`src/design/signed_int_to_decimal_ascii_core_macros.svh`:
```
// Assertion macros shared by the signed integer to decimal text core.
`ifndef SIGNED_INT_TO_DECIMAL_ASCII_CORE_MACROS_SVH
`define SIGNED_INT_TO_DECIMAL_ASCII_CORE_MACROS_SVH
`ifndef ASSERT_OFF
// Same-cycle implication, disabled while reset is held.
`define SIDTA_ASSERT(label, clk, rst_n, ante, cons) \
    label: assert property (@(posedge clk) disable iff (!(rst_n)) (ante) |-> (cons)) \
        else $error("assertion failed");
// Next-cycle implication, disabled while reset is held.
`define SIDTA_ASSERT_NEXT(label, clk, rst_n, ante, cons) \
    label: assert property (@(posedge clk) disable iff (!(rst_n)) (ante) |=> (cons)) \
        else $error("assertion failed");
`else
`define SIDTA_ASSERT(label, clk, rst_n, ante, cons)
`define SIDTA_ASSERT_NEXT(label, clk, rst_n, ante, cons)
`endif
`endif

```
`src/design/sidta_pkg.sv`:
```
// Types, character codes and digit helpers for the decimal text core.
`timescale 1ns / 1ps
package sidta_pkg;

    localparam int CHAR_W     = 6;
    localparam int DIGIT_W    = 4;
    localparam int STAGE_BITS = 8;

    typedef logic [CHAR_W-1:0]  t_char;
    typedef logic [DIGIT_W-1:0] t_digit;

    localparam t_char  DIGIT_BASE   = 6'd48;
    localparam t_char  DIGIT_NINE   = 6'd57;
    localparam t_char  MINUS_CHAR   = 6'd45;
    localparam t_digit DABBLE_LIMIT = 4'd5;
    localparam t_digit DABBLE_ADD   = 4'd3;

    // Add three to a digit of five or more before the next left shift.
    function automatic t_digit dabble_adjust(input t_digit d);
        return (d >= DABBLE_LIMIT) ? t_digit'(d + DABBLE_ADD) : d;
    endfunction

    // ASCII code of one decimal digit.
    function automatic t_char digit_char(input t_digit d);
        return t_char'(DIGIT_BASE + {2'b00, d});
    endfunction

endpackage

```
`src/design/sidta_if.sv`:
```
// Valid/ready channel interfaces for the integer input and the character output.
`timescale 1ns / 1ps
interface sidta_in_if #(parameter int VALUE_WIDTH = 32) ();
    logic                          valid;
    logic                          ready;
    logic signed [VALUE_WIDTH-1:0] value;
    modport source (output valid, output value, input ready);
    modport sink (input valid, input value, output ready);
endinterface

interface sidta_out_if ();
    logic                                valid;
    logic                                ready;
    logic [sidta_pkg::CHAR_W-1:0]        character;
    logic                                last;
    modport source (output valid, output character, output last, input ready);
    modport sink (input valid, input character, input last, output ready);
endinterface

```
`src/design/signed_int_to_decimal_ascii_core.sv`:
```
// Top level: signed integer in, decimal ASCII characters out, most significant first.
// An accepted item passes the magnitude, NSTAGE dabble and digit count registers before its
// first character shows. Throughput: one character per cycle while o_out.ready is high; a
// number has 1 to 11 characters at VALUE_WIDTH 32, and NSTAGE + 2 items queue behind it.
// Synchronous active-low reset empties every stage; BCD and magnitude data are not cleared.
`timescale 1ns / 1ps
`include "signed_int_to_decimal_ascii_core_macros.svh"
module signed_int_to_decimal_ascii_core #(
    parameter int VALUE_WIDTH = 32
) (
    input  logic               i_clk,
    input  logic               i_rst_n,
    sidta_in_if.sink           i_in,
    sidta_out_if.source        o_out
);

    localparam int NDIG   = (((VALUE_WIDTH - 1) * 1233) >> 12) + 1;
    localparam int NSTAGE = (VALUE_WIDTH + sidta_pkg::STAGE_BITS - 1) / sidta_pkg::STAGE_BITS;
    localparam int PAD_W  = NSTAGE * sidta_pkg::STAGE_BITS;
    localparam int BCD_W  = NDIG * 4;
    localparam int IDX_W  = (NDIG > 1) ? $clog2(NDIG) : 1;

    logic [NSTAGE:0]  st_valid;
    logic [NSTAGE:0]  st_ready;
    logic [NSTAGE:0]  st_neg;
    logic [BCD_W-1:0] st_bcd [NSTAGE+1];
    logic [PAD_W-1:0] st_mag [NSTAGE+1];

    logic                   r_m_valid;
    logic                   r_m_neg;
    logic [PAD_W-1:0]       r_m_mag;
    logic [VALUE_WIDTH-1:0] w_abs;

    logic             r_x_valid;
    logic             r_x_neg;
    logic [BCD_W-1:0] r_x_bcd;
    logic [IDX_W-1:0] r_x_top;
    logic [IDX_W-1:0] n_x_top;
    logic             w_x_ready;
    logic             w_emit_ready;

    logic             w_is_minus;
    logic             w_char_ok;

    // Magnitude stage: two's complement negate, kept unsigned so the most
    // negative value comes out as its full power of two.
    assign w_abs      = i_in.value[VALUE_WIDTH-1] ? (~i_in.value + 1'b1) : i_in.value;
    assign i_in.ready = !r_m_valid || st_ready[0];

    always_ff @(posedge i_clk) begin
        if (!i_rst_n) begin
            r_m_valid <= 1'b0;
        end else if (i_in.ready) begin
            r_m_valid <= i_in.valid;
        end
    end

    always_ff @(posedge i_clk) begin
        if (i_in.ready && i_in.valid) begin
            r_m_neg <= i_in.value[VALUE_WIDTH-1];
            r_m_mag <= PAD_W'(w_abs);
        end
    end

    assign st_valid[0] = r_m_valid;
    assign st_neg[0]   = r_m_neg;
    assign st_bcd[0]   = '0;
    assign st_mag[0]   = r_m_mag;

    // Conversion pipeline, one stage per STAGE_BITS magnitude bits.
    for (genvar g = 0; g < NSTAGE; g++) begin : g_dabble
        sidta_dabble #(
            .NDIG  (NDIG),
            .MAG_W (PAD_W)
        ) u_dabble (
            .i_clk   (i_clk),
            .i_rst_n (i_rst_n),
            .i_valid (st_valid[g]),
            .o_ready (st_ready[g]),
            .i_neg   (st_neg[g]),
            .i_bcd   (st_bcd[g]),
            .i_mag   (st_mag[g]),
            .o_valid (st_valid[g+1]),
            .i_ready (st_ready[g+1]),
            .o_neg   (st_neg[g+1]),
            .o_bcd   (st_bcd[g+1]),
            .o_mag   (st_mag[g+1])
        );
    end

    // Digit count stage: index of the highest nonzero digit, zero for zero.
    always_comb begin
        n_x_top = '0;
        for (int d = 0; d < NDIG; d++) begin
            if (st_bcd[NSTAGE][d*4 +: 4] != 4'd0) begin
                n_x_top = IDX_W'(d);
            end
        end
    end

    assign w_x_ready        = !r_x_valid || w_emit_ready;
    assign st_ready[NSTAGE] = w_x_ready;

    always_ff @(posedge i_clk) begin
        if (!i_rst_n) begin
            r_x_valid <= 1'b0;
        end else if (w_x_ready) begin
            r_x_valid <= st_valid[NSTAGE];
        end
    end

    always_ff @(posedge i_clk) begin
        if (w_x_ready && st_valid[NSTAGE]) begin
            r_x_neg <= st_neg[NSTAGE];
            r_x_bcd <= st_bcd[NSTAGE];
            r_x_top <= n_x_top;
        end
    end

    // Character serializer.
    sidta_emit #(
        .NDIG  (NDIG),
        .IDX_W (IDX_W)
    ) u_emit (
        .i_clk       (i_clk),
        .i_rst_n     (i_rst_n),
        .i_valid     (r_x_valid),
        .o_ready     (w_emit_ready),
        .i_neg       (r_x_neg),
        .i_bcd       (r_x_bcd),
        .i_top       (r_x_top),
        .o_valid     (o_out.valid),
        .i_ready     (o_out.ready),
        .o_character (o_out.character),
        .o_last      (o_out.last)
    );

    // Character classes used by the checks below.
    assign w_is_minus = (o_out.character == sidta_pkg::MINUS_CHAR);
    assign w_char_ok  = w_is_minus || ((o_out.character >= sidta_pkg::DIGIT_BASE) &&
                                       (o_out.character <= sidta_pkg::DIGIT_NINE));

    // Every character shown is a minus sign or a decimal digit.
    `SIDTA_ASSERT(a_char_range, i_clk, i_rst_n, o_out.valid, w_char_ok)
    // A minus sign is always followed by at least one digit.
    `SIDTA_ASSERT(a_minus_not_last, i_clk, i_rst_n, o_out.valid && w_is_minus, !o_out.last)
    // A number's characters follow one another without a gap.
    `SIDTA_ASSERT_NEXT(a_run_no_gap, i_clk, i_rst_n, o_out.valid && o_out.ready && !o_out.last, o_out.valid)

endmodule

```
`src/design/sidta_dabble.sv`:
```
// One pipeline stage of shift-and-add-three binary to BCD conversion.
`timescale 1ns / 1ps
module sidta_dabble #(
    parameter int NDIG  = 10,
    parameter int MAG_W = 32
) (
    input  logic              i_clk,
    input  logic              i_rst_n,
    input  logic              i_valid,
    output logic              o_ready,
    input  logic              i_neg,
    input  logic [NDIG*4-1:0] i_bcd,
    input  logic [MAG_W-1:0]  i_mag,
    output logic              o_valid,
    input  logic              i_ready,
    output logic              o_neg,
    output logic [NDIG*4-1:0] o_bcd,
    output logic [MAG_W-1:0]  o_mag
);

    localparam int BCD_W = NDIG * 4;

    logic             r_valid;
    logic             r_neg;
    logic [BCD_W-1:0] r_bcd;
    logic [MAG_W-1:0] r_mag;
    logic [BCD_W-1:0] n_bcd;
    logic [MAG_W-1:0] n_mag;

    // Shift STAGE_BITS magnitude bits into the BCD digits, adjusting before each shift.
    always_comb begin
        n_bcd = i_bcd;
        n_mag = i_mag;
        for (int s = 0; s < sidta_pkg::STAGE_BITS; s++) begin
            for (int d = 0; d < NDIG; d++) begin
                n_bcd[d*4 +: 4] = sidta_pkg::dabble_adjust(n_bcd[d*4 +: 4]);
            end
            n_bcd = {n_bcd[BCD_W-2:0], n_mag[MAG_W-1]};
            n_mag = {n_mag[MAG_W-2:0], 1'b0};
        end
    end

    // The stage takes an item when it is empty or its item moves on.
    assign o_ready = !r_valid || i_ready;

    always_ff @(posedge i_clk) begin
        if (!i_rst_n) begin
            r_valid <= 1'b0;
        end else if (o_ready) begin
            r_valid <= i_valid;
        end
    end

    always_ff @(posedge i_clk) begin
        if (o_ready && i_valid) begin
            r_neg <= i_neg;
            r_bcd <= n_bcd;
            r_mag <= n_mag;
        end
    end

    assign o_valid = r_valid;
    assign o_neg   = r_neg;
    assign o_bcd   = r_bcd;
    assign o_mag   = r_mag;

endmodule

```
`src/design/sidta_emit.sv`:
```
// Serializer that sends the sign and the significant digits one character per item.
`timescale 1ns / 1ps
module sidta_emit #(
    parameter int NDIG  = 10,
    parameter int IDX_W = 4
) (
    input  logic                         i_clk,
    input  logic                         i_rst_n,
    input  logic                         i_valid,
    output logic                         o_ready,
    input  logic                         i_neg,
    input  logic [NDIG*4-1:0]            i_bcd,
    input  logic [IDX_W-1:0]             i_top,
    output logic                         o_valid,
    input  logic                         i_ready,
    output logic [sidta_pkg::CHAR_W-1:0] o_character,
    output logic                         o_last
);

    logic                r_busy;
    logic                r_sign;
    logic [IDX_W-1:0]    r_idx;
    sidta_pkg::t_digit   r_dig [NDIG];
    logic                w_last;
    logic                w_take;

    // The minus sign goes first, then digits from the top index down to zero.
    assign w_last      = !r_sign && (r_idx == '0);
    assign w_take      = r_busy && i_ready;
    assign o_valid     = r_busy;
    assign o_last      = w_last;
    assign o_character = r_sign ? sidta_pkg::MINUS_CHAR : sidta_pkg::digit_char(r_dig[r_idx]);

    // A new number loads when idle or as the final character is taken.
    assign o_ready = !r_busy || (i_ready && w_last);

    always_ff @(posedge i_clk) begin
        if (!i_rst_n) begin
            r_busy <= 1'b0;
            r_sign <= 1'b0;
            r_idx  <= '0;
        end else if (o_ready && i_valid) begin
            r_busy <= 1'b1;
            r_sign <= i_neg;
            r_idx  <= i_top;
        end else if (w_take) begin
            if (r_sign) begin
                r_sign <= 1'b0;
            end else if (w_last) begin
                r_busy <= 1'b0;
            end else begin
                r_idx <= r_idx - 1'b1;
            end
        end
    end

    // Digit store, loaded whole with each number.
    always_ff @(posedge i_clk) begin
        if (o_ready && i_valid) begin
            for (int d = 0; d < NDIG; d++) begin
                r_dig[d] <= i_bcd[d*4 +: 4];
            end
        end
    end

endmodule

```
`src/flat_wrapper.sv`:
```
// flat-port wrapper written by rule: the top's interface ports become plain ports
module signed_int_to_decimal_ascii_core_flat 
#(
    parameter int VALUE_WIDTH = 32
)
  (i_clk, i_rst_n, i_in_valid, i_in_value, i_in_ready, o_out_valid, o_out_character, o_out_last, o_out_ready);
  sidta_in_if #(.VALUE_WIDTH(VALUE_WIDTH)) i_in_i ();
  sidta_out_if o_out_i ();
  input  logic i_clk;
  input  logic i_rst_n;
  input wire logic [$bits(i_in_i.valid)-1:0] i_in_valid;
  input wire logic [$bits(i_in_i.value)-1:0] i_in_value;
  output wire logic [$bits(i_in_i.ready)-1:0] i_in_ready;
  output wire logic [$bits(o_out_i.valid)-1:0] o_out_valid;
  output wire logic [$bits(o_out_i.character)-1:0] o_out_character;
  output wire logic [$bits(o_out_i.last)-1:0] o_out_last;
  input wire logic [$bits(o_out_i.ready)-1:0] o_out_ready;
  assign i_in_i.valid = i_in_valid;
  assign i_in_i.value = i_in_value;
  assign i_in_ready = i_in_i.ready;
  assign o_out_valid = o_out_i.valid;
  assign o_out_character = o_out_i.character;
  assign o_out_last = o_out_i.last;
  assign o_out_i.ready = o_out_ready;
  signed_int_to_decimal_ascii_core #(.VALUE_WIDTH(VALUE_WIDTH)) u_core (.i_clk(i_clk), .i_rst_n(i_rst_n), .i_in(i_in_i), .o_out(o_out_i));
endmodule
```
`config.mk`:
```
export PLATFORM = sky130hd
export DESIGN_NAME = signed_int_to_decimal_ascii_core_flat
export DESIGN_NICKNAME = d
export VERILOG_FILES = /design/src/design/sidta_pkg.sv /design/src/design/sidta_if.sv /design/src/design/signed_int_to_decimal_ascii_core.sv /design/src/design/sidta_dabble.sv /design/src/design/sidta_emit.sv /design/src/flat_wrapper.sv
export VERILOG_INCLUDE_DIRS = /design/src /design/src/design
export SDC_FILE = /design/constraint.sdc
export NUM_CORES = 1
export LEC_CHECK = 0
export BUFFER_PORTS_ARGS = -buffer_cell sky130_fd_sc_hd__buf_4
export CAP_MARGIN = 20
export CORE_MARGIN = 4
export CORE_UTILIZATION = 34
export CTS_CLUSTER_DIAMETER = 120
export DETAILED_ROUTE_END_ITERATION = 16
export GPL_ROUTABILITY_DRIVEN = 0
export SLEW_MARGIN = 15
export SYNTH_ARGS = -nofsm -noshare
export SYNTH_HDL_FRONTEND = slang
export SYNTH_SLANG_ARGS = --single-unit
```
`constraint.sdc`:
```
create_clock -name i_clk -period 15.1 [get_ports i_clk]
set_input_delay 0.755 -clock i_clk [delete_from_list [all_inputs] [get_ports i_clk]]
set_output_delay 0.755 -clock i_clk [all_outputs]
set_load 0.02 [all_outputs]
```
==> summary.txt, run 1 <==
Layout fillers = 8,378
dominant cell type by area after synthesis = edfxtp_1
most frequent cell after synthesis = nand2_1
Slowest-stage cell, CP = xor3_1
CTS tree = done
total gr overflow = 0
final wirelength = 57,000 µm
FF-to-FF path depth = 36
Tot GR Track Use = 12.1%
unrepaired setup endpoints after global routing = false
Setup Viol. Count Final = 0
Post-CTS Setup Repair Bufs = 0
DRC = 0
Sinks on Clock Net = 288
critical path class = reg2reg
Mapped Cells = 3,361
synth warn = 0
GR Util met3 = 1.58%
post_cts resized = 0
CP arrival = 7940 ps
total of max-cap violations = 0
Reg clk slew, reported paths = 70 ps
Core Region = 83,700 µm²
worst hold-check path type = reg2reg
# nets final = 3,548
syn avg cell area = 8.55 µm²
drt pass-1 iters = 5
global-route wire length before repair = 97,200 µm
FMAX = 131 MHz
Netlist Area Pre-Place = 28,700 µm²
CP required = 15,390 ps
WL/cell = 12.6 µm
Top FF cell, synth = edfxtp_1
Slew headroom = 30.6%
synth top area cells = edfxtp_1, ha_1, o21ai_0, nand2_1, nor2_1
sequential area share after synthesis = 29.5%
Die Height = 299 µm
Netlist cell types = 142
met2 usage = 20.4%
Slew Viols, Final = 0
Initial Utilization = 34.3%
Post-Syn Nets = 3,542
total die area = 89,200 µm²
hold_buf cts = 0
Root Buffer = clkbuf_16
global-route layer with the greatest usage = met2
Cell Rows = 106
Final min period = 7650 ps
Tcrit/Tclk final = 50.7%
layout overhead on the synthesized area = 9.08%
share of cells above drive strength 1 = 10.8%
Synth top area share = 28.4%
register bit total from synthesis = 288
post-route ant nets = 0
crit end category = flip-flop
Antenna diodes = 0
HPWL after detailed placement = 42,700 µm
met1 Resource Use GR = 16.7%
CP startpoint kind = flip-flop
Final TNS setup = 0 ps
die width = 299 µm
CTS Buffer Depth = 3
CTS buffer count = 34
initial antenna violation count = 0
DR iter-0 viols = 1,322
WHS Path Cells = 0
Tightest Pin Transition = 1030 ps
peak per-stage delay on the critical path = 460 ps
Synth async-reset ratio = 0%
clock latency on the worst-skew pair = 550 ps
Most common cell on crit path = ha_1
Top Ports = 45
H-tree Lvls = 2
Vias/cell = 5.31
PortBufs = 43
worst-path maximum fanout = 7
Final Hold Viols = 0
outcome = complete, no violations
vias in the first global route = 21,500
pin count of the biggest net entering global routing = 53
commonest cells in the netlist = nand2_1, nor2_1, edfxtp_1
EDFF count, synth = 272
Final Skew = 34.1 ps
vias = 24,000
[logic make-up (layout without fill, tap and decap cells)]
| logic type | Yosys count | in the layout | synth area share [%] |
|---|---|---|---|
| AO/OA/AOI/OAI | 1172 | 1172 | 28.9 |
| XOR/XNOR | 147 | 147 | 5.02 |
| adder cells (fa/ha/maj) | 150 | 150 | 6.49 |
| buffers and inverters | 313 | 342 | 4.25 |
| flip-flops | 288 | 288 | 29.5 |
| multiplexers | 167 | 167 | 6.68 |
| other | 1 | 1 | 0.0131 |
| AND/OR/NAND/NOR | 1123 | 1123 | 19.1 |
[routing by layer]
metal  up-vias  routed length, µm
met5         -                  0
met4         0                755
met3        45               1860
met2       344              25900
met1     11000              28400
li1      12700                  -
[flip-flops by register name, indices dropped and copies added (netlist names), 4 cells and up, named ones only]
name                              cells
u_core.u_emit.r_dig                  40
u_core.u_emit.r_idx                   4
u_core.r_x_top                        4
u_core.g_dabble.u_dabble.o_mag       48
u_core.g_dabble.u_dabble.o_valid      4
u_core.r_m_mag                       32
u_core.r_x_bcd                       40
u_core.g_dabble.u_dabble.o_neg        4
u_core.g_dabble.u_dabble.o_bcd      102
[layout by cell type, fill, tap and decap left out, types with 72 or more instances in the layout]
cell | Yosys | final
a21oi_1 | 208 | 207
edfxtp_1 | 272 | 272
ha_1 | 145 | 145
inv_1 | 212 | 212
mux2i_1 | 85 | 85
nand2_1 | 318 | 318
nand2b_1 | 72 | 72
nor2_1 | 291 | 291
nor3_1 | 72 | 72
o21ai_0 | 250 | 250
xnor2_1 | 105 | 105
[critical path: cells and delay by family (launching register included)]
family / cells / cell delay (ps)
fa+ha+maj: 6 / 1430
compound gates: 10 / 2040
flops: 1 / 440
mux: 2 / 290
simple gates: 11 / 1880
buf+inv: 4 / 330
xor+xnor: 3 / 970
[path summary, 6_finish.rpt]
| check | startpoint | end | slack, ps |
|---|---|---|---|
| worst max-delay path | u_core.g_dabble[2].u_dabble.o_bcd[24] | u_core.g_dabble[3].u_dabble.o_bcd[38] | 7450 |
| worst min-delay path | u_core.g_dabble[0].u_dabble.o_mag[10] | u_core.g_dabble[1].u_dabble.o_mag[18] | 400 |
| worst max register to register | u_core.g_dabble[2].u_dabble.o_bcd[24] | u_core.g_dabble[3].u_dabble.o_bcd[38] | 7450 |
| worst min register to register | u_core.g_dabble[0].u_dabble.o_mag[10] | u_core.g_dabble[1].u_dabble.o_mag[18] | 400 |
[metrics by stage]
| step | utilization (%) | cell area, µm² | instances | hold slack, ps | setup WS (ps) |
|---|---|---|---|---|---|
| 3_5_place_dp | 36.1 | 30300 | 4464 | 405 | 7530 |
| 4_1_cts | 37.4 | 31300 | 4523 | 388 | 7470 |
| 2_1_floorplan | - | 28700 | 3361 | 400 | 8300 |
| 5_1_grt | 37.4 | 31300 | 4524 | 398 | 6730 |
| 3_3_place_gp | 36.1 | 30200 | 4463 | 401 | 7690 |
| 6_report | 37.4 | 31300 | 4524 | 396 | 7450 |
[cell type report]
class / instances / area [µm²] / share of cell area (%)
flip-flops and latches: 288 / 8490 / 27.1
well taps: 1134 / 1420 / 4.53
clock buffers: 42 / 902 / 2.88
repair buffers: 55 / 425 / 1.36
clock inverters: 17 / 163 / 0.519
inverters: 228 / 856 / 2.73
multi-input cells: 2760 / 19100 / 60.9
Power of run 1 is not shown: default switching activity piles up to over one toggle a cycle in this logic, so the estimate is an artifact.
==> inputs of run 2 (changes only) <==
ABC_AREA = 1   (was unset)
clock period = 8 ns   (was 15.1 ns; I/O delays follow)
==> summary.txt, run 2 <==
Mapped Cells = 3,512
Crit. path cell count = 43
CP startpoint kind = flip-flop
vias = 21,200
H-tree Lvls = 2
Setup crit end = u_core.g_dabble[3].u_dabble.o_bcd[39]
hold_buf cts = 0
commonest non-fill, non-tap cell in the layout = nand2_1
post-synthesis compound-gate area fraction = 7.11%
worst-path maximum fanout = 5
met3 WL = 1050 µm
Top Ports = 45
Cell Rows = 101
FF-to-FF path depth = 43
total of max-cap violations = 0
Tightest Pin Transition = 825 ps
Most common cell on crit path = nand2_1
DRC = 0
Final Skew = 31.2 ps
EDFF count, synth = 272
Final min period = 6000 ps
register bit total from synthesis = 288
Reg clk slew, reported paths = 60 ps
Synth async-reset ratio = 0%
CP required = 8280 ps
Slowest-stage cell, CP = edfxtp_1
reg2reg start = u_core.g_dabble[2].u_dabble.o_bcd[24]
clock latency on the worst-skew pair = 550 ps
Met2 Routed Length = 23,300 µm
Initial Utilization = 34.2%
max FFs per register = 102
peak per-stage delay on the critical path = 400 ps
worst hold-check path type = in2reg
Vias/cell = 4.62
drt pass-1 iters = 5
Sinks on Clock Net = 288
Core Region = 75,800 µm²
unrepaired setup endpoints after global routing = false
synth warn = 0
Worst Setup SP = u_core.g_dabble[2].u_dabble.o_bcd[24]
largest family of logic cells by synthesized area = simple AND/OR/NAND/NOR gates
share of cells above drive strength 1 = 16.4%
Highest Signal Layer = met4
post-route ant nets = 0
Slew headroom = 44.9%
sequential area share after synthesis = 32.7%
pin count of the biggest net entering global routing = 49
vias in the first global route = 19,900
Final TNS setup = 0 ps
R2R setup slack = 2000 ps
Synth Area in Simple Gates = 39.7%
crit end category = flip-flop
commonest cells in the netlist = nand2_1, inv_1, nand3_1
CTS buffer count = 34
Netlist Area Pre-Place = 25,900 µm²
post_cts resized = 0
Slew Viols, Final = 0
WL/cell = 10.2 µm
Die Height = 284 µm
most frequent cell after synthesis = nand2_1
Antenna diodes = 0
total gr overflow = 0
die width = 284 µm
global-route wire length before repair = 83,300 µm
Layout fillers = 7,883
CTS tree = done
syn avg cell area = 7.39 µm²
layout overhead on the synthesized area = 10.3%
dominant cell type by area after synthesis = edfxtp_1
Top FF cell, synth = edfxtp_1
Synth top area share = 31.5%
Setup Viol. Count Final = 0
Root Buffer = clkbuf_16
Final Hold Viols = 0
HPWL after detailed placement = 37,600 µm
post-synthesis mux area share = 0.231%
outcome = complete, no violations
PortBufs = 43
FMAX = 167 MHz
critical path class = reg2reg
CP bufs+invs = 9
DR iter-0 viols = 735
delay-heaviest family, CP = simple AND/OR/NAND/NOR gates
most frequent cells in the layout = nand2_1, inv_1, nand3_1
total die area = 80,800 µm²
Netlist cell types = 57
# nets final = 3,772
synth top area cells = edfxtp_1, nand2_1, inv_1, ha_1, nand3_1
post-synthesis xor/xnor area fraction = 4.20%
Tcrit/Tclk final = 75.0%
Post-Syn Nets = 3,693
CTS Buffer Depth = 3
initial antenna violation count = 1
CP arrival = 6290 ps
wl on met1 = 21,800 µm
Post-Synth Adder-Cell Area = 6.99%
Tot GR Track Use = 11.6%
final wirelength = 46,900 µm
Worst R2R End = u_core.g_dabble[3].u_dabble.o_bcd[39]
Post-CTS Setup Repair Bufs = 0
## run 2: cell count changes after synthesis, sizes merged, moves of 65 or more
| cell | delta |
|---|---|
| a21oi | -173 |
| inv | +380 |
| mux2 | -65 |
| mux2i | -87 |
| nand2 | +999 |
| nand2b | -74 |
| nand3 | +392 |
| nand4 | +114 |
| nor2 | -222 |
| nor3 | -68 |
| o21ai | -147 |
| xnor2 | -93 |
## run 2: worst min path at each step
stage                                          start                                    end  slack [ps]  cells after the start
6_report                               i_in_value[0]                      u_core.r_m_mag[0]          60                      1
2_1_floorplan                     u_core.r_m_mag[24]   u_core.g_dabble[0].u_dabble.o_bcd[0]         400                      0
3_3_place_gp   u_core.g_dabble[0].u_dabble.o_mag[21]  u_core.g_dabble[1].u_dabble.o_mag[29]         400                      0
5_1_grt                                i_in_value[0]                      u_core.r_m_mag[0]          30                      1
3_5_place_dp                       u_core.r_m_mag[7]  u_core.g_dabble[0].u_dabble.o_mag[15]         400                      0
4_1_cts                                i_in_value[0]                      u_core.r_m_mag[0]          20                      1
## run 2: routing by layer
metal / vias to the layer above / global-route usage, %
met5: - / 0
met4: 0 / 2.22
met3: 44 / 1.61
met2: 118 / 22.2
met1: 9360 / 13.9
li1: 11700 / -
## run 2: through the flow
stage               area (µm²)  hold WS, ps  util (%)  worst slack [ps]  std cells
finish                   28600         56.9      37.8              2000       4591
global route             28600         32.2      37.8              1300       4591
CTS                      28600         24.8      37.8              1970       4591
detailed placement       27500          405      36.3              1950       4533
global placement         27500          402      36.3              2110       4533
floorplan                25900          400         -              2510       3512
## run 2: cell families (layout without fill, tap and decap cells)
group	after synthesis	after routing
flops	288	288
simple gates	2064	2064
xor+xnor	104	104
other cells	1	1
fa+ha+maj	145	145
buf+inv	620	721
mux	6	6
compound gates	284	284
## run 2: cell type report
cell class | count | area (µm²) | area share, %
multi-input combinational | 2604 | 15200 | 52.9
sequential | 288 | 8490 | 29.7
inverter | 612 | 2300 | 8.02
tap | 978 | 1220 | 4.27
clock buffer | 35 | 855 | 2.99
timing repair buffer | 51 | 383 | 1.34
clock inverter | 23 | 229 | 0.800
Power of run 2 is left out for the same reason.
